--- src/hw/rtl/qed_pkg.sv ---
// shared types, register codes and decode tables of the quadrature encoder decoder
package qed_pkg;

	localparam int POS_W      = 16;
	localparam int LIMIT_W    = 16;
	localparam int HOLD_W     = 16;
	localparam int TIME_W     = 32;
	localparam int CFG_IDX_W  = 3;
	localparam int CFG_DATA_W = 16;

	typedef logic [CFG_IDX_W-1:0] cfg_idx_t;

	localparam cfg_idx_t REG_FOUR_X_MODE   = 3'd0;
	localparam cfg_idx_t REG_HOLD_TIME_CW  = 3'd1;
	localparam cfg_idx_t REG_HOLD_TIME_CCW = 3'd2;
	localparam cfg_idx_t REG_COUNT_MIN     = 3'd3;
	localparam cfg_idx_t REG_COUNT_MAX     = 3'd4;

	typedef logic signed [1:0] step_t;

	localparam step_t STEP_NONE = 2'sd0;
	localparam step_t STEP_CW   = 2'sd1;
	localparam step_t STEP_CCW  = -2'sd1;

	typedef struct packed {
		logic                      four_x_mode;
		logic [HOLD_W-1:0]         hold_time_cw;
		logic [HOLD_W-1:0]         hold_time_ccw;
		logic signed [LIMIT_W-1:0] count_min;
		logic signed [LIMIT_W-1:0] count_max;
	} cfg_t;

	localparam logic [HOLD_W-1:0]         HOLD_RESET = 16'd50;
	localparam logic signed [LIMIT_W-1:0] MIN_RESET  = -16'sd32767;
	localparam logic signed [LIMIT_W-1:0] MAX_RESET  = 16'sd32767;

	typedef struct packed {
		logic                 cw_held;
		logic                 ccw_held;
		logic [POS_W-1:0]     position;
	} track_t;

	// full-cycle detent tracker, one-hot
	typedef enum logic [5:0] {
		ST_REST  = 6'b000001,
		ST_MID   = 6'b000010,
		ST_CW_A  = 6'b000100,
		ST_CCW_A = 6'b001000,
		ST_CW_B  = 6'b010000,
		ST_CCW_B = 6'b100000
	} cycle_state_t;

	typedef struct packed {
		cycle_state_t nxt;
		step_t        dir;
	} cycle_out_t;

	// ab code is {line_b, line_a}
	function automatic cycle_out_t cycle_next(cycle_state_t st, logic [1:0] ab);
		cycle_out_t r;
		r.dir = STEP_NONE;
		r.nxt = ST_REST;
		if (ab == 2'd0) begin
			r.nxt = ST_MID;
		end else begin
			unique case (st)
				ST_MID: begin
					case (ab)
						2'd1:    r.nxt = ST_CCW_B;
						2'd2:    r.nxt = ST_CW_B;
						default: r.nxt = ST_REST;
					endcase
				end
				ST_CW_A: begin
					r.nxt = (ab == 2'd1) ? ST_CW_A : ST_REST;
				end
				ST_CCW_A: begin
					r.nxt = (ab == 2'd2) ? ST_CCW_A : ST_REST;
				end
				ST_CW_B: begin
					case (ab)
						2'd2: r.nxt = ST_CW_B;
						2'd3: begin
							r.nxt = ST_REST;
							r.dir = STEP_CW;
						end
						default: r.nxt = ST_REST;
					endcase
				end
				ST_CCW_B: begin
					case (ab)
						2'd1: r.nxt = ST_CCW_B;
						2'd3: begin
							r.nxt = ST_REST;
							r.dir = STEP_CCW;
						end
						default: r.nxt = ST_REST;
					endcase
				end
				default: begin
					case (ab)
						2'd1:    r.nxt = ST_CW_A;
						2'd2:    r.nxt = ST_CCW_A;
						default: r.nxt = ST_REST;
					endcase
				end
			endcase
		end
		return r;
	endfunction

	// 4x table indexed by {previous ab, current ab}
	localparam step_t EDGE_STEP [16] = '{
		STEP_NONE, STEP_CW,   STEP_CCW,  STEP_NONE,
		STEP_CCW,  STEP_NONE, STEP_NONE, STEP_CW,
		STEP_CW,   STEP_NONE, STEP_NONE, STEP_CCW,
		STEP_NONE, STEP_CCW,  STEP_CW,   STEP_NONE
	};

endpackage

--- src/hw/rtl/qed_poll_if.sv ---
// poll channel: encoder line levels and time stamp
interface qed_poll_if;
	logic                         valid;
	logic                         ready;
	logic                         line_a;
	logic                         line_b;
	logic [qed_pkg::TIME_W-1:0]   now_ms;

	modport source (output valid, output line_a, output line_b, output now_ms, input ready);
	modport sink (input valid, input line_a, input line_b, input now_ms, output ready);
endinterface

--- src/hw/rtl/qed_result_if.sv ---
// result channel: step, held outputs and position
interface qed_result_if;
	logic                         valid;
	logic                         ready;
	qed_pkg::step_t               step;
	logic                         cw_held;
	logic                         ccw_held;
	logic signed [qed_pkg::POS_W-1:0] position;

	modport source (output valid, output step, output cw_held, output ccw_held,
		output position, input ready);
	modport sink (input valid, input step, input cw_held, input ccw_held,
		input position, output ready);
endinterface

--- src/hw/rtl/qed_cfg_if.sv ---
// configuration write channel
interface qed_cfg_if;
	logic                             valid;
	logic                             ready;
	logic [qed_pkg::CFG_IDX_W-1:0]    index;
	logic [qed_pkg::CFG_DATA_W-1:0]   data;

	modport source (output valid, output index, output data, input ready);
	modport sink (input valid, input index, input data, output ready);
endinterface

--- src/hw/rtl/quadrature_encoder_decoder.sv ---
// quadrature encoder decoder top level
//
//   channel  dir  payload                                    handshake
//   poll     in   line_a, line_b, now_ms                     valid / ready
//   result   out  step, cw_held, ccw_held, position           valid / ready
//   cfg      in   index (3 b), data (16 b)                   valid / ready, always ready
//
// one poll per clock sustained while results are taken; a request passes through the input register
// and then the result register, which drives the result channel.
// the decode state and position move as a poll leaves the input register.
// arst_n clears state, counter and the valid bits of both registers; config returns to its reset values.
// a stalled result holds the input register, and poll.ready drops only when both are full.
module quadrature_encoder_decoder #(
	parameter int COUNT_WIDTH = 16
) (
	input  logic          clk,
	input  logic          arst_n,
	qed_poll_if.sink      poll,
	qed_result_if.source  result,
	qed_cfg_if.sink       cfg
);

	logic                          valid_s1;
	logic                          line_a_s1;
	logic                          line_b_s1;
	logic [qed_pkg::TIME_W-1:0]    now_ms_s1;
	logic                          valid_s2;
	qed_pkg::step_t                step_s2;
	qed_pkg::track_t               trk_s2;

	logic                          advance;
	qed_pkg::cfg_t                 regs;
	qed_pkg::step_t                dir;
	qed_pkg::track_t               trk;

	assign advance    = valid_s1 && (!valid_s2 || result.ready);
	assign poll.ready = !valid_s1 || advance;

	qed_cfg_regs u_cfg (
		.clk    (clk),
		.arst_n (arst_n),
		.cfg    (cfg),
		.regs   (regs)
	);

	qed_decode u_decode (
		.clk         (clk),
		.arst_n      (arst_n),
		.advance     (advance),
		.four_x_mode (regs.four_x_mode),
		.line_a      (line_a_s1),
		.line_b      (line_b_s1),
		.dir         (dir)
	);

	qed_track #(
		.COUNT_WIDTH (COUNT_WIDTH)
	) u_track (
		.clk     (clk),
		.arst_n  (arst_n),
		.advance (advance),
		.dir     (dir),
		.now_ms  (now_ms_s1),
		.regs    (regs),
		.trk     (trk)
	);

	always_ff @(posedge clk or negedge arst_n) begin
		if (!arst_n) begin
			valid_s1 <= 1'b0;
		end else if (poll.ready) begin
			valid_s1 <= poll.valid;
		end
	end

	always_ff @(posedge clk) begin
		if (poll.ready && poll.valid) begin
			line_a_s1 <= poll.line_a;
			line_b_s1 <= poll.line_b;
			now_ms_s1 <= poll.now_ms;
		end
	end

	always_ff @(posedge clk or negedge arst_n) begin
		if (!arst_n) begin
			valid_s2 <= 1'b0;
		end else if (advance) begin
			valid_s2 <= 1'b1;
		end else if (result.ready) begin
			valid_s2 <= 1'b0;
		end
	end

	always_ff @(posedge clk) begin
		if (advance) begin
			step_s2 <= dir;
			trk_s2  <= trk;
		end
	end

	assign result.valid    = valid_s2;
	assign result.step     = step_s2;
	assign result.cw_held  = trk_s2.cw_held;
	assign result.ccw_held = trk_s2.ccw_held;
	assign result.position = $signed(trk_s2.position);

endmodule

--- src/hw/rtl/qed_cfg_regs.sv ---
// configuration register file
module qed_cfg_regs (
	input  logic           clk,
	input  logic           arst_n,
	qed_cfg_if.sink        cfg,
	output qed_pkg::cfg_t  regs
);

	qed_pkg::cfg_t regs_q;

	assign cfg.ready = 1'b1;
	assign regs = regs_q;

	always_ff @(posedge clk or negedge arst_n) begin
		if (!arst_n) begin
			regs_q.four_x_mode   <= 1'b0;
			regs_q.hold_time_cw  <= qed_pkg::HOLD_RESET;
			regs_q.hold_time_ccw <= qed_pkg::HOLD_RESET;
			regs_q.count_min     <= qed_pkg::MIN_RESET;
			regs_q.count_max     <= qed_pkg::MAX_RESET;
		end else if (cfg.valid) begin
			unique case (cfg.index)
				qed_pkg::REG_FOUR_X_MODE:   regs_q.four_x_mode   <= cfg.data[0];
				qed_pkg::REG_HOLD_TIME_CW:  regs_q.hold_time_cw  <= cfg.data;
				qed_pkg::REG_HOLD_TIME_CCW: regs_q.hold_time_ccw <= cfg.data;
				qed_pkg::REG_COUNT_MIN:     regs_q.count_min     <= $signed(cfg.data);
				qed_pkg::REG_COUNT_MAX:     regs_q.count_max     <= $signed(cfg.data);
				default: ;
			endcase
		end
	end

endmodule

--- src/hw/rtl/qed_decode.sv ---
// line decoder: full-cycle detent machine and 4x edge history
module qed_decode (
	input  logic            clk,
	input  logic            arst_n,
	input  logic            advance,
	input  logic            four_x_mode,
	input  logic            line_a,
	input  logic            line_b,
	output qed_pkg::step_t  dir
);

	qed_pkg::cycle_state_t state_q;
	logic [3:0]            hist_q;
	logic [1:0]            ab;
	logic [3:0]            hist_d;
	qed_pkg::cycle_out_t   cyc;

	assign ab     = {line_b, line_a};
	assign hist_d = {hist_q[1:0], ab};
	assign cyc    = qed_pkg::cycle_next(state_q, ab);
	assign dir    = four_x_mode ? qed_pkg::EDGE_STEP[hist_d] : cyc.dir;

	// only the mode in use moves its own state
	always_ff @(posedge clk or negedge arst_n) begin
		if (!arst_n) begin
			state_q <= qed_pkg::ST_REST;
			hist_q  <= 4'd0;
		end else if (advance) begin
			if (four_x_mode) begin
				hist_q <= hist_d;
			end else begin
				state_q <= cyc.nxt;
			end
		end
	end

endmodule

--- src/hw/rtl/qed_track.sv ---
// saturating position counter and held direction outputs
module qed_track #(
	parameter int COUNT_WIDTH = 16
) (
	input  logic                          clk,
	input  logic                          arst_n,
	input  logic                          advance,
	input  qed_pkg::step_t                dir,
	input  logic [qed_pkg::TIME_W-1:0]    now_ms,
	input  qed_pkg::cfg_t                 regs,
	output qed_pkg::track_t               trk
);

	localparam int XW = ((COUNT_WIDTH > qed_pkg::LIMIT_W) ? COUNT_WIDTH : qed_pkg::LIMIT_W) + 2;
	localparam logic signed [XW-1:0] HI = XW'((64'sd1 <<< (COUNT_WIDTH - 1)) - 64'sd1);
	localparam logic signed [XW-1:0] LO = -HI - XW'(1);

	logic signed [COUNT_WIDTH-1:0] pos_q;
	logic [qed_pkg::TIME_W-1:0]    last_q;
	logic                          cw_q;
	logic                          ccw_q;

	logic signed [XW-1:0]          sum;
	logic signed [XW-1:0]          c_hi;
	logic signed [XW-1:0]          c_lo;
	logic signed [XW-1:0]          c_max;
	logic signed [XW-1:0]          c_min;
	logic signed [XW-1:0]          min_x;
	logic signed [XW-1:0]          max_x;
	logic signed [XW-1:0]          pos_x;
	logic signed [COUNT_WIDTH-1:0] pos_d;
	logic [qed_pkg::TIME_W-1:0]    last_d;
	logic [qed_pkg::TIME_W-1:0]    elapsed;
	logic                          stepped;
	logic                          cw_d;
	logic                          ccw_d;

	assign stepped = (dir != qed_pkg::STEP_NONE);
	assign min_x   = XW'(regs.count_min);
	assign max_x   = XW'(regs.count_max);
	assign sum     = XW'(pos_q) + XW'(dir);

	// word range first, then the configured limits, minimum last
	always_comb begin
		c_hi  = (sum > HI) ? HI : sum;
		c_lo  = (c_hi < LO) ? LO : c_hi;
		c_max = (c_lo > max_x) ? max_x : c_lo;
		c_min = (c_max < min_x) ? min_x : c_max;
	end

	assign pos_d   = stepped ? c_min[COUNT_WIDTH-1:0] : pos_q;
	assign last_d  = stepped ? now_ms : last_q;
	assign elapsed = now_ms - last_d;
	assign cw_d    = (cw_q || dir == qed_pkg::STEP_CW) &&
		!(elapsed > qed_pkg::TIME_W'(regs.hold_time_cw));
	assign ccw_d   = (ccw_q || dir == qed_pkg::STEP_CCW) &&
		!(elapsed > qed_pkg::TIME_W'(regs.hold_time_ccw));

	assign pos_x        = XW'(pos_d);
	assign trk.position = pos_x[qed_pkg::POS_W-1:0];
	assign trk.cw_held  = cw_d;
	assign trk.ccw_held = ccw_d;

	always_ff @(posedge clk or negedge arst_n) begin
		if (!arst_n) begin
			pos_q  <= '0;
			last_q <= '0;
			cw_q   <= 1'b0;
			ccw_q  <= 1'b0;
		end else if (advance) begin
			pos_q  <= pos_d;
			last_q <= last_d;
			cw_q   <= cw_d;
			ccw_q  <= ccw_d;
		end
	end

endmodule

--- src/flat_wrapper.sv ---
// flat-port wrapper written by rule: the top's interface ports become plain ports
module quadrature_encoder_decoder_flat 
#(
	parameter int COUNT_WIDTH = 16
)
  (clk, arst_n, poll_valid, poll_line_a, poll_line_b, poll_now_ms, poll_ready, result_valid, result_step, result_cw_held, result_ccw_held, result_position, result_ready, cfg_valid, cfg_index, cfg_data, cfg_ready);
  qed_poll_if poll_i ();
  qed_result_if result_i ();
  qed_cfg_if cfg_i ();
  input  logic clk;
  input  logic arst_n;
  input wire logic [$bits(poll_i.valid)-1:0] poll_valid;
  input wire logic [$bits(poll_i.line_a)-1:0] poll_line_a;
  input wire logic [$bits(poll_i.line_b)-1:0] poll_line_b;
  input wire logic [$bits(poll_i.now_ms)-1:0] poll_now_ms;
  output wire logic [$bits(poll_i.ready)-1:0] poll_ready;
  output wire logic [$bits(result_i.valid)-1:0] result_valid;
  output wire logic [$bits(result_i.step)-1:0] result_step;
  output wire logic [$bits(result_i.cw_held)-1:0] result_cw_held;
  output wire logic [$bits(result_i.ccw_held)-1:0] result_ccw_held;
  output wire logic [$bits(result_i.position)-1:0] result_position;
  input wire logic [$bits(result_i.ready)-1:0] result_ready;
  input wire logic [$bits(cfg_i.valid)-1:0] cfg_valid;
  input wire logic [$bits(cfg_i.index)-1:0] cfg_index;
  input wire logic [$bits(cfg_i.data)-1:0] cfg_data;
  output wire logic [$bits(cfg_i.ready)-1:0] cfg_ready;
  assign poll_i.valid = poll_valid;
  assign poll_i.line_a = poll_line_a;
  assign poll_i.line_b = poll_line_b;
  assign poll_i.now_ms = poll_now_ms;
  assign poll_ready = poll_i.ready;
  assign result_valid = result_i.valid;
  assign result_step = result_i.step;
  assign result_cw_held = result_i.cw_held;
  assign result_ccw_held = result_i.ccw_held;
  assign result_position = result_i.position;
  assign result_i.ready = result_ready;
  assign cfg_i.valid = cfg_valid;
  assign cfg_i.index = cfg_index;
  assign cfg_i.data = cfg_data;
  assign cfg_ready = cfg_i.ready;
  quadrature_encoder_decoder #(.COUNT_WIDTH(COUNT_WIDTH)) u_core (.clk(clk), .arst_n(arst_n), .poll(poll_i), .result(result_i), .cfg(cfg_i));
endmodule
--- config.mk ---
export PLATFORM = sky130hd
export DESIGN_NAME = quadrature_encoder_decoder_flat
export DESIGN_NICKNAME = d
export VERILOG_FILES = /design/src/hw/rtl/qed_pkg.sv /design/src/hw/rtl/qed_poll_if.sv /design/src/hw/rtl/qed_result_if.sv /design/src/hw/rtl/qed_cfg_if.sv /design/src/hw/rtl/quadrature_encoder_decoder.sv /design/src/hw/rtl/qed_cfg_regs.sv /design/src/hw/rtl/qed_decode.sv /design/src/hw/rtl/qed_track.sv /design/src/flat_wrapper.sv
export SDC_FILE = /design/constraint.sdc
export NUM_CORES = 1
export LEC_CHECK = 0
export BUFFER_PORTS_ARGS = -buffer_cell sky130_fd_sc_hd__buf_2
export CAP_MARGIN = 20
export CORE_MARGIN = 1
export CORE_UTILIZATION = 60
export CTS_BUF_LIST = sky130_fd_sc_hd__clkbuf_4 sky130_fd_sc_hd__clkbuf_8
export CTS_CLUSTER_DIAMETER = 100
export DETAILED_ROUTE_END_ITERATION = 7
export GPL_TIMING_DRIVEN = 0
export PLACE_DENSITY_LB_ADDON = 0.3
export SLEW_MARGIN = 0
export SYNTH_ARGS = -nofsm -noshare
export SYNTH_HDL_FRONTEND = slang
export SYNTH_SLANG_ARGS = --single-unit
--- constraint.sdc ---
create_clock -name clk -period 13.71 [get_ports clk]
set_clock_uncertainty 0.05 [all_clocks]
set_input_delay 1.371 -clock clk [delete_from_list [all_inputs] [get_ports clk]]
set_output_delay 1.371 -clock clk [all_outputs]
set_load 0.03 [all_outputs]
---- Word-level counts from Yosys, hierarchy flattened ----
Memory sizes are Yosys's and may differ from the RTL's.
Cells that the tools add are included.
storage, ports and cells
  word-level logic and storage cells ...... 92
  memory bits (read-only) ................. 32
  memories kept ........................... 1
  flip-flop bits (word level) ............. 179
memory list
  memory            words  bits a word  read ports  clocked after memory_dff  write ports  RTL line          RTL
  (name not given)  16     2            1           0                         0            qed_decode.sv:21  assign dir = four_x_mode ? qed_pkg::EDGE_STEP[hist_d] : cyc.dir;
operators by class
  eq/ne operators ......................... 14
  reductions and logical operators ........ 23
  bitwise operators ....................... 2
  magnitude comparators ................... 7
  add/sub/neg operators ................... 2
  mux-type cells .......................... 23
operators with widths
  kind                                                  number
  > comparator 32 x 16 -> 1 bit                         2
  2-to-1 mux 18 bit                                     3
  2-to-1 mux 16 bit                                     2
  2-to-1 mux 32 bit                                     1
  subtractor 32 bit                                     1
  one-hot mux 6 bit (5 select lines)                    1
  > comparator 18 x 16 -> 1 bit                         1
  < comparator 18 x 16 -> 1 bit                         1
  < comparator 18 x 16 -> 1 bit, second input constant  1
  adder 16 x 2 -> 17 bit                                1
  > comparator 17 x 16 -> 1 bit, second input constant  1
  AND reduction 2 bit                                   7
  2-to-1 mux 6 bit                                      2
  one-hot mux 6 bit (2 select lines)                    1
  2-to-1 mux 2 bit                                      5
  one-hot mux 4 bit (2 select lines)                    1
  equality test 2 bit, second input constant            3
  equality test 3 x 2 -> 1 bit, second input constant   2
  equality test 6 x 2 -> 1 bit, second input constant   1
  equality test 6 x 3 -> 1 bit, second input constant   1
  equality test 6 x 4 -> 1 bit, second input constant   1
  equality test 6 x 5 -> 1 bit, second input constant   1
  equality test 6 bit, second input constant            1
  >= comparator 5 bit, second input constant            1
  16 further kinds                                      29

---- Logic depth before layout (Yosys ltp) ----
Gate-level depths: netlist of the first run.
  word-level depth ........................ 15
  mapped depth ............................ 42

---- Cells and area by module ----
From an unflattened synthesis of the first run, not the netlist that was laid out.
second synthesis, totals
  cells, all modules ...................... 1247
  area, all modules ....................... 12523.3 sq um
modules (own cells, without submodules)
  module                      times used  area an instance (sq um)  sequential area each (sq um)  cells each
  qed_track                   1           7352.1                    1251.2                        949
  qed_cfg_regs                1           2672.6                    1655.3                        144
  quadrature_encoder_decoder  1           1725.4                    1671.6                        62
  qed_decode                  1           773.2                     201.4                         92

---- Worst setup path before layout of the first run ----
No wires, ideal clock.
  path kind ............................... reg-to-reg
  start ................................... register u_core.line_b_s1
  end ..................................... register u_core.trk_s2 (netlist bit u_core.result.position[12]), data pin
  path buffers ............................ 5
  cell stages (with the launch flop) ...... 39
  required time ........................... 13394 ps
  slack ................................... 5021 ps
  arrival ................................. 8373 ps
  path through ............................ edfxtp_1 -> inv_1 -> ha_1 -> mux4_2 -> nand2_1 -> nand2_1 -> ha_1 -> buf_2 -> a2111oi_0 -> o21ai_0 -> a21boi_1 -> nand2_1 -> mux2_2 -> and4_1 -> nand3_1 -> o21ai_0 -> ha_1 -> clkbuf_1 -> (+3 left out) -> nand4_1 -> nor2_1 -> a2111oi_2 -> nor3_1 -> o41a_1 -> buf_6 -> clkbuf_1 -> mux2_2 -> ha_1 -> nand4_1 -> nor2_1 -> nand2_1 -> or3_1 -> or3_4 -> o211ai_4 -> buf_6 -> mux2i_1 -> o21ai_1
RTL lines
  item                      RTL line                          RTL
  start: declaration        quadrature_encoder_decoder.sv:25  logic line_b_s1;
  start signal: assignment  quadrature_encoder_decoder.sv:79  line_b_s1 <= poll.line_b;
  end signal: assignment    quadrature_encoder_decoder.sv:97  trk_s2 <= trk;
  end: declaration          quadrature_encoder_decoder.sv:29  qed_pkg::track_t trk_s2;

==> reports/metrics.cfg, run 1 <==
[yosys]
synth_area_per_cell_um2=9.10
synth_area_um2=12400
ys.flop_type=dfrtp_1
synthXorXnorAreaFrac_pct=2.73
synth.most_common_cell=nand2_1
synth_top_family_by_area=compound AO/OA/AOI/OAI gates
synthAdderAreaFrac_pct=12.2
ys_seq_elements=179
synth-compound-area-share_pct=19.3
synth_warnings=0
synth.area.top_cells=dfrtp_1, edfxtp_1, ha_1
synth_mux_area_share_pct=6.15
ys_types=86
synth_edf_count=54
synth_nets=1545
synthCells=1367
synth_commonest_cells=nand2_1, ha_1, dfrtp_1, o21ai_0, nor2_1
synth-seq-area-share_pct=38.4
yosys.area_share.simple_pct=16.8
synthArstFlopShare_pct=69.8
synth_top_area_share_pct=20.3
yosysTopAreaCell=dfrtp_1

[setup_path]
slowest_delay_ns=0.62
worstReg2RegEnd=u_core.result.position[11]
crit_end=u_core.result.position[11]
cp-end-kind=flop
ff2ff_setup_slack_ns=2.90
startpoint_type=flop
crit_type=reg -> reg
cp_data_required_time_ns=13.86
path_common_cell=ha_1
r2r_start=u_core.line_b_s1
cp_max_fo=18
crit_start=u_core.line_b_s1
reg2reg_depth=36
arrival_ns=10.97
crit_slowest_cell=ha_1

[route]
first_pass_iters=5
wl_per_cell_um=17.4
drtIter0Drc=873
drc=0
route.vias.total=10500
antenna_left=0
vias_per_cell=6.03
routed_wirelength_um=30500

[floorplanning]
rows=52
die_area_um2=21300
core_um2=20300
io_pins=81
die_x_um=146
die_y_um=146
start_util_pct=61.3

[sta]
final.period_utilization_pct=78.9
max_freq_ghz=0.0925
setup_viol=0
hold_violations=0
rsz0062_at_grt=no
tightest_slew_ns=0.938
finalCriticalPeriod_ns=10.81
drv_slew=0
setup_tns_ns=0
max-slew-margin-rel_pct=37.5

[clock_tree]
cts_buffers=17
holdBufCountCts=0
insertion_delay_ns=0.49
clkTransAtPathRegs_ns=0.10
root_buffer=clkbuf_8
cts_resized=0
clkSinkCount=179
cts_tree=yes
cts_setup_buffers=0
htree_levels=4
cts_buffer_depth=2

[outcome]
status=finished, final reports clean

[place]
dp.cells=1717
place_area_um2=13200
portBuffers=79
globalplace.congestion=0.934
dp_hpwl_um=23700

[layout]
design_area_um2=13600
insertedDiodeCount=0
fin_cells=1749
syn_to_final_growth_pct=9.26
fin_nets=1644
layout-drive-gt1-share_pct=13.4
fin_util_pct=66.9

[global_routing]
grt_pass1_vias=10300
gr-total-overflow=0
grt_antenna_before_repair=0
grt_pass1_wl_um=50300
grt_max_degree=97
grt_usage_pct=29.8

[min_path]
hold_path_class=reg -> reg

[flow_run]
maxCapViolCount=0

==> cells in the final DEF (no fill, tap or decap), drive strengths merged, types with 5 or more instances in the layout <==
cell	instances
nand2	253
ha	118
o21ai	112
dfrtp	101
buf	94
inv	87
nor2	81
a21oi	71
clkbuf	62
edfxtp	54
mux2i	46
o31ai	35
a21o	27
mux2	25
dfstp	24
nand3	21
xor2	20
nand4	18
nor3	18
o21a	17
xnor2	16
nand2b	14
a211oi	13
nor2b	12
o211ai	12
a2111oi	8
nor4	7
a21boi	7
and2	7
a31oi	6
clkinv	6
o2111ai	5
and4	5
or2	5
==> registers in the layout, indices dropped and copies added (netlist names), 2 cells and up <==
| signal | count |
|---|---|
| u_core.u_cfg.regs | 65 |
| u_core.now_ms_s1 | 32 |
| u_core.result.step | 2 |
| u_core.result.position | 16 |
| u_core.u_track.pos_q | 16 |
| u_core.u_decode.hist_q | 2 |
| u_core.u_decode.state_q | 6 |
| u_core.u_track.last_q | 32 |
==> per-layer routing <==
metal	GRT usage (%)	wire, µm	up-vias
li1	-	-	5110
met1	37.3	13000	5021
met2	51.1	15000	343
met3	4.92	1610	64
met4	11.9	877	0
met5	0	0	-
==> worst min-delay path by stage <==
stage / startpoint / endpoint / cells past startpoint
floorplan: u_core.u_track.last_q[10] / u_core.u_track.last_q[10] / 2
global placement: u_core.u_track.last_q[5] / u_core.u_track.last_q[5] / 2
detailed placement: u_core.u_track.last_q[15] / u_core.u_track.last_q[15] / 2
CTS: u_core.u_track.last_q[29] / u_core.u_track.last_q[29] / 2
global route: u_core.u_track.last_q[3] / u_core.u_track.last_q[3] / 2
finish: u_core.u_track.last_q[9] / u_core.u_track.last_q[9] / 2
==> logic make-up after synthesis <==
| logic type | Yosys count |
|---|---|
| simple gates | 464 |
| compound gates | 356 |
| flops | 179 |
| buf+inv | 138 |
| fa+ha+maj | 120 |
| mux | 72 |
| xor+xnor | 37 |
| other cells | 1 |
==> worst max-delay path: cells and delay by family, from the launching register on <==
kind / cells / cell delay (ns)
AOI/OAI and AO/OA: 10 / 2.50
adders and majority gates: 5 / 1.66
buffers and inverters: 5 / 1.25
DFF: 1 / 0.43
muxes: 3 / 1.26
and+or+nand+nor: 13 / 3.36
==> area by class of cell <==
cell class / instances / area [µm²]
flip-flops and latches: 179 / 4780
plain buffers: 58 / 245
multi-input cells: 1050 / 7110
fillers: 1716 / 6710
inverters: 80 / 300
clock buffers: 18 / 241
clock inverters: 14 / 141
repair buffers: 80 / 429
well taps: 270 / 338
==> per-stage QoR <==
| step | setup WS (ns) | hold WS, ns |
|---|---|---|
| finish | 2.90 | 0.437 |
| global route | 2.26 | 0.459 |
| detailed placement | 3.15 | 0.415 |
| global placement | 3.22 | 0.407 |
| floorplan | 5.02 | 0.395 |
| CTS | 3.08 | 0.440 |
Power of run 1 is left out: the tool's default activity adds up to more than one toggle a clock period on the data nets, which glitch-free logic cannot reach.
==> run 2, diff against run 1 <==
- CORE_UTILIZATION: 60 -> 58
- clock period: 13.71 -> 9.22 ns (I/O delays scaled with it)
==> reports/metrics.cfg, run 2 (synthesized netlist as in run 1, its figures left out) <==
[outcome]
status=finished, final reports clean

[route]
wl_per_cell_um=18.4  ; +5.6%
first_pass_iters=7  ; +2
vias_per_cell=6.09  ; +1.0%
drc=0  ; unchanged
drtIter0Drc=872  ; -0.11%
routed_wirelength_um=32900  ; +7.9%
antenna_left=0  ; unchanged
route.vias.total=10900  ; +3.3%

[floorplanning]
die_x_um=148  ; +1.7%
rows=53  ; +1.9%
io_pins=81  ; unchanged
start_util_pct=59.2  ; -2.1 points
die_area_um2=22000  ; +3.4%
core_um2=21000  ; +3.6%
die_y_um=148  ; +1.7%

[global_routing]
gr-total-overflow=0  ; unchanged
grt_max_degree=103  ; +6.2%
grt_pass1_vias=10300  ; +0.47%
grt_pass1_wl_um=51000  ; +1.3%
grt_usage_pct=29.6  ; -0.16 points
grt_antenna_before_repair=1  ; +1

[place]
dp_hpwl_um=23600  ; -0.29%
place_area_um2=13200  ; about the same
pre_cts_ws_ns=-1.47  ; -4.62 ns
portBuffers=79  ; unchanged
globalplace.congestion=0.950  ; +1.7%

[setup_path]
critPathTopFamily=compound AO/OA/AOI/OAI gates
r2r_start=u_core.line_a_s1
crit_type=reg -> reg
cp_max_fo=10  ; -8
cp_data_required_time_ns=9.42  ; -4.44 ns
crit_slowest_cell=mux4_2
startpoint_type=flop
arrival_ns=9.36  ; -1.61 ns
crit_buf_inv=7  ; +2
cp-end-kind=flop
crit_start=u_core.line_a_s1
slowest_delay_ns=0.55  ; -0.07 ns

[clock_tree]
cts_buffer_depth=2  ; unchanged
root_buffer=clkbuf_8
clkTransAtPathRegs_ns=0.10  ; about the same
cts_tree=yes
cts_buffers=17  ; unchanged
htree_levels=4  ; unchanged
insertion_delay_ns=0.48  ; about the same
clkSinkCount=179  ; unchanged

[flow_run]
maxCapViolCount=0  ; unchanged

[layout]
fin_nets=1677  ; +2.0%
design_area_um2=14400  ; +6.3%
nFillCells=1590  ; -7.3%
fin_util_pct=68.7  ; +1.8 points
syn_to_final_growth_pct=16.2
layout-drive-gt1-share_pct=20.9  ; +7.5 points
register_area_um2=4780  ; unchanged
layout_commonest_cell=nand2_1
multi_input_area_um2=7650  ; +7.6%
largest_reg_flops=65  ; unchanged
final_cell_mix=nand2_1, ha_1, dfrtp_1, o21ai_0, buf_2

[sta]
finalCriticalPeriod_ns=9.16  ; -1.65 ns
final.period_utilization_pct=99.3  ; +20 points
hold_violations=0  ; unchanged
max_freq_ghz=0.109  ; +18%
tightest_slew_ns=0.979  ; +0.0413 ns
drv_slew=0  ; unchanged
fin_ws_ns=0.0634  ; -2.84 ns
setup_viol=0  ; unchanged
max-slew-margin-rel_pct=34.6  ; -2.8 points

[min_path]
hold_path_class=in -> async

[run 2: changes by cell type in the layout (fill, tap and decap cells not counted), sizes merged]
cell,delta
buf,+37
nand2,+1
clkinv,-1
diode,+1
clkbuf,-4
inv,-2
clkinvlp,+2
[run 2: final cells by class]
class                      count  area share (%)
multi-input combinational   1051            53.0
sequential                   179            33.1
timing repair buffer         113            5.05
tap                          275            2.38
inverter                      80            2.10
buffer                        57            1.92
clock buffer                  19            1.77
clock inverter                13           0.693
antenna                        1          0.0173
[run 2: routing by layer]
layer | GRT usage (%) | part of all wire, % | vias to the layer above
met1 | 37.2 | 42 | 5186
met3 | 3.37 | 5.1 | 97
met5 | 0 | 0 | -
li1 | - | - | 5186
met4 | 14.5 | 4.5 | 0
met2 | 50.5 | 49 | 414
[run 2: worst paths after layout]
path                                              end  slack (ns)  depth (start not counted)
setup / recovery            u_core.result.position[6]        0.06                         38
hold / removal             u_core.u_decode.state_q[5]        0.25                          1
setup reg to reg            u_core.result.position[6]        0.06                         38
hold reg to reg             u_core.u_track.last_q[14]        0.43                          2
max in group asynchronous       u_core.u_cfg.regs[11]        8.07                          2
min in group clk            u_core.u_track.last_q[14]        0.43                          2
[run 2: metrics by stage]
stage          TNS, ns  std cells  hold WS, ns
6_report             0       1788        0.245
5_1_grt          -3.18       1788        0.256
4_1_cts              0       1772        0.248
3_5_place_dp    -40.25       1722        0.412
3_3_place_gp    -34.83       1721        0.407
2_1_floorplan        0       1367        0.395
[run 2: what timing repair did]
action / in CTS / in global routing
cloned: 2 / 0
hold buffers: 0 / 0
setup endpoints to repair: 32 / 32
resized for setup: 55 / 85
buffers inserted: 16 / 16
pin swaps: 9 / 36
[run 2: worst reg2reg max path: cells and delay by family, from the launching register on]
kind	cells	cell delay, ns
compound gates	11	3.25
buf+inv	7	1.22
simple gates	13	1.94
flops	1	0.44
fa+ha+maj	5	1.21
mux	2	0.84
Power of run 2 is left out for the same reason.
==> run 3, diff against run 2 <==
- RECOVER_POWER: default -> 50
==> reports/metrics.cfg, run 3 (synthesized netlist as in run 1, its figures left out) <==
[global_routing]
grt_max_degree=103  ; unchanged
grt_usage_pct=29.6  ; unchanged
gr-total-overflow=0  ; unchanged
grt_pass1_wl_um=51000  ; unchanged
grt_antenna_before_repair=1  ; unchanged
grt_pass1_vias=10300  ; unchanged

[clock_tree]
htree_levels=4  ; unchanged
cts_tree=yes
root_buffer=clkbuf_8
insertion_delay_ns=0.48  ; about the same
holdBufCountCts=0  ; unchanged
cts_buffers=17  ; unchanged
clkSinkCount=179  ; unchanged
clkTransAtPathRegs_ns=0.10  ; about the same
cts_buffer_depth=2  ; unchanged

[place]
globalplace.congestion=0.950  ; unchanged
dp.cells=1722  ; unchanged
place_area_um2=13200  ; unchanged
portBuffers=79  ; unchanged
dp_hpwl_um=23600  ; unchanged

[route]
wl_per_cell_um=18.4  ; about the same
routed_wirelength_um=32900  ; about the same
route.vias.total=10900  ; -0.15%
drc=0  ; unchanged
drtIter0Drc=955  ; +9.5%
first_pass_iters=5  ; -2
vias_per_cell=6.08  ; -0.15%
antenna_left=0  ; unchanged

[layout]
largest_reg_flops=65  ; unchanged
nFillCells=1593  ; +0.19%
layout_commonest_cell=nand2_1
fin_util_pct=68.6  ; -0.16 points
syn_to_final_growth_pct=15.9
fin_nets=1677  ; unchanged
layout-drive-gt1-share_pct=20.6  ; -0.26 points
final_cell_mix=nand2_1, ha_1, dfrtp_1, o21ai_0, buf_2
design_area_um2=14400  ; -0.23%
fin_cells=1788  ; unchanged

[sta]
hold_violations=0  ; unchanged
setup_viol=0  ; unchanged
max-slew-margin-rel_pct=-265  ; -300 points
drv_slew=162  ; +162
finalCriticalPeriod_ns=9.11  ; -0.0511 ns
tightest_slew_ns=5.48  ; +4.50 ns
timing.hold.ws_ns=0.430  ; +0.185 ns
final.period_utilization_pct=98.8  ; -0.55 points
max_freq_ghz=0.110  ; +0.56%

[min_path]
worstHoldStart=u_core.u_track.last_q[14]
worstHoldPathCells=2
hold_path_class=reg -> reg

[setup_path]
crit_buf_inv=7  ; unchanged
crit_slowest_cell=mux4_2
r2r_start=u_core.line_a_s1
reg2reg_depth=38  ; unchanged
startpoint_type=flop
cp_num_cells=38  ; unchanged
cp-end-kind=flop
critPathTopFamily=compound AO/OA/AOI/OAI gates
arrival_ns=9.24  ; -0.12 ns
crit_type=reg -> reg
path_common_cell=ha_1
cp_max_fo=10  ; unchanged
cp_data_required_time_ns=9.35  ; -0.07 ns
crit_start=u_core.line_a_s1
slowest_delay_ns=0.55  ; about the same

[outcome]
violations=max-capacitance violations, max-slew violations
status=finished, violations left

[floorplanning]
start_util_pct=59.2  ; unchanged
core_um2=21000  ; unchanged
die_area_um2=22000  ; unchanged
die_x_um=148  ; unchanged
io_pins=81  ; unchanged
rows=53  ; unchanged
die_y_um=148  ; unchanged

[flow_run]
maxCapViolCount=3  ; +3

run 3: final timing paths:
check	endpoint	slack [ns]
hold / removal	u_core.u_track.last_q[14]	0.43
max in group asynchronous	u_core.u_track.last_q[24]	2.47
setup / recovery	u_core.result.position[10]	0.11
hold reg to reg	u_core.u_track.last_q[14]	0.43
min in group asynchronous	u_core.u_decode.state_q[5]	0.74
setup reg to reg	u_core.result.position[10]	0.11
run 3: what timing repair did:
action,CTS,global route
resized for setup,55,85
cloned,2,0
setup endpoints to repair,32,32
setup buffers,16,16
pin swaps,9,36
run 3: routing by layer:
metal	track usage (%)	routed length [µm]	vias up
li1	-	-	5185
met1	37.2	13600	5188
met2	50.5	16100	388
met3	3.37	1720	106
met4	14.5	1490	0
met5	0	0	-
run 3: area by class of cell:
type                            count  area [µm²]  area share (%)
Tap cell                          275         344            2.39
Inverter                           80         303            2.10
Sequential cell                   179        4780            33.2
Timing Repair Buffer              113         697            4.84
Clock inverter                     13         100           0.695
Antenna cell                        1        2.50          0.0174
Buffer                             57         278            1.93
Clock buffer                       19         255            1.77
Multi-Input combinational cell   1051        7650            53.1
run 3: worst min-delay path, cell delays in order (launching register included):
cell	delay, ns
dfrtp_1	0.35
nand2_1	0.05
nand2_1	0.06
run 3: metrics by stage:
stage	setup slack, ns	setup TNS [ns]
after global placement	-1.31	-34.83
final	0.114	0
after global routing	-0.200	-3.18
after CTS	0.0178	0
after detailed placement	-1.47	-40.25
after floorplan	0.531	0
Power of run 3 is left out for the same reason.
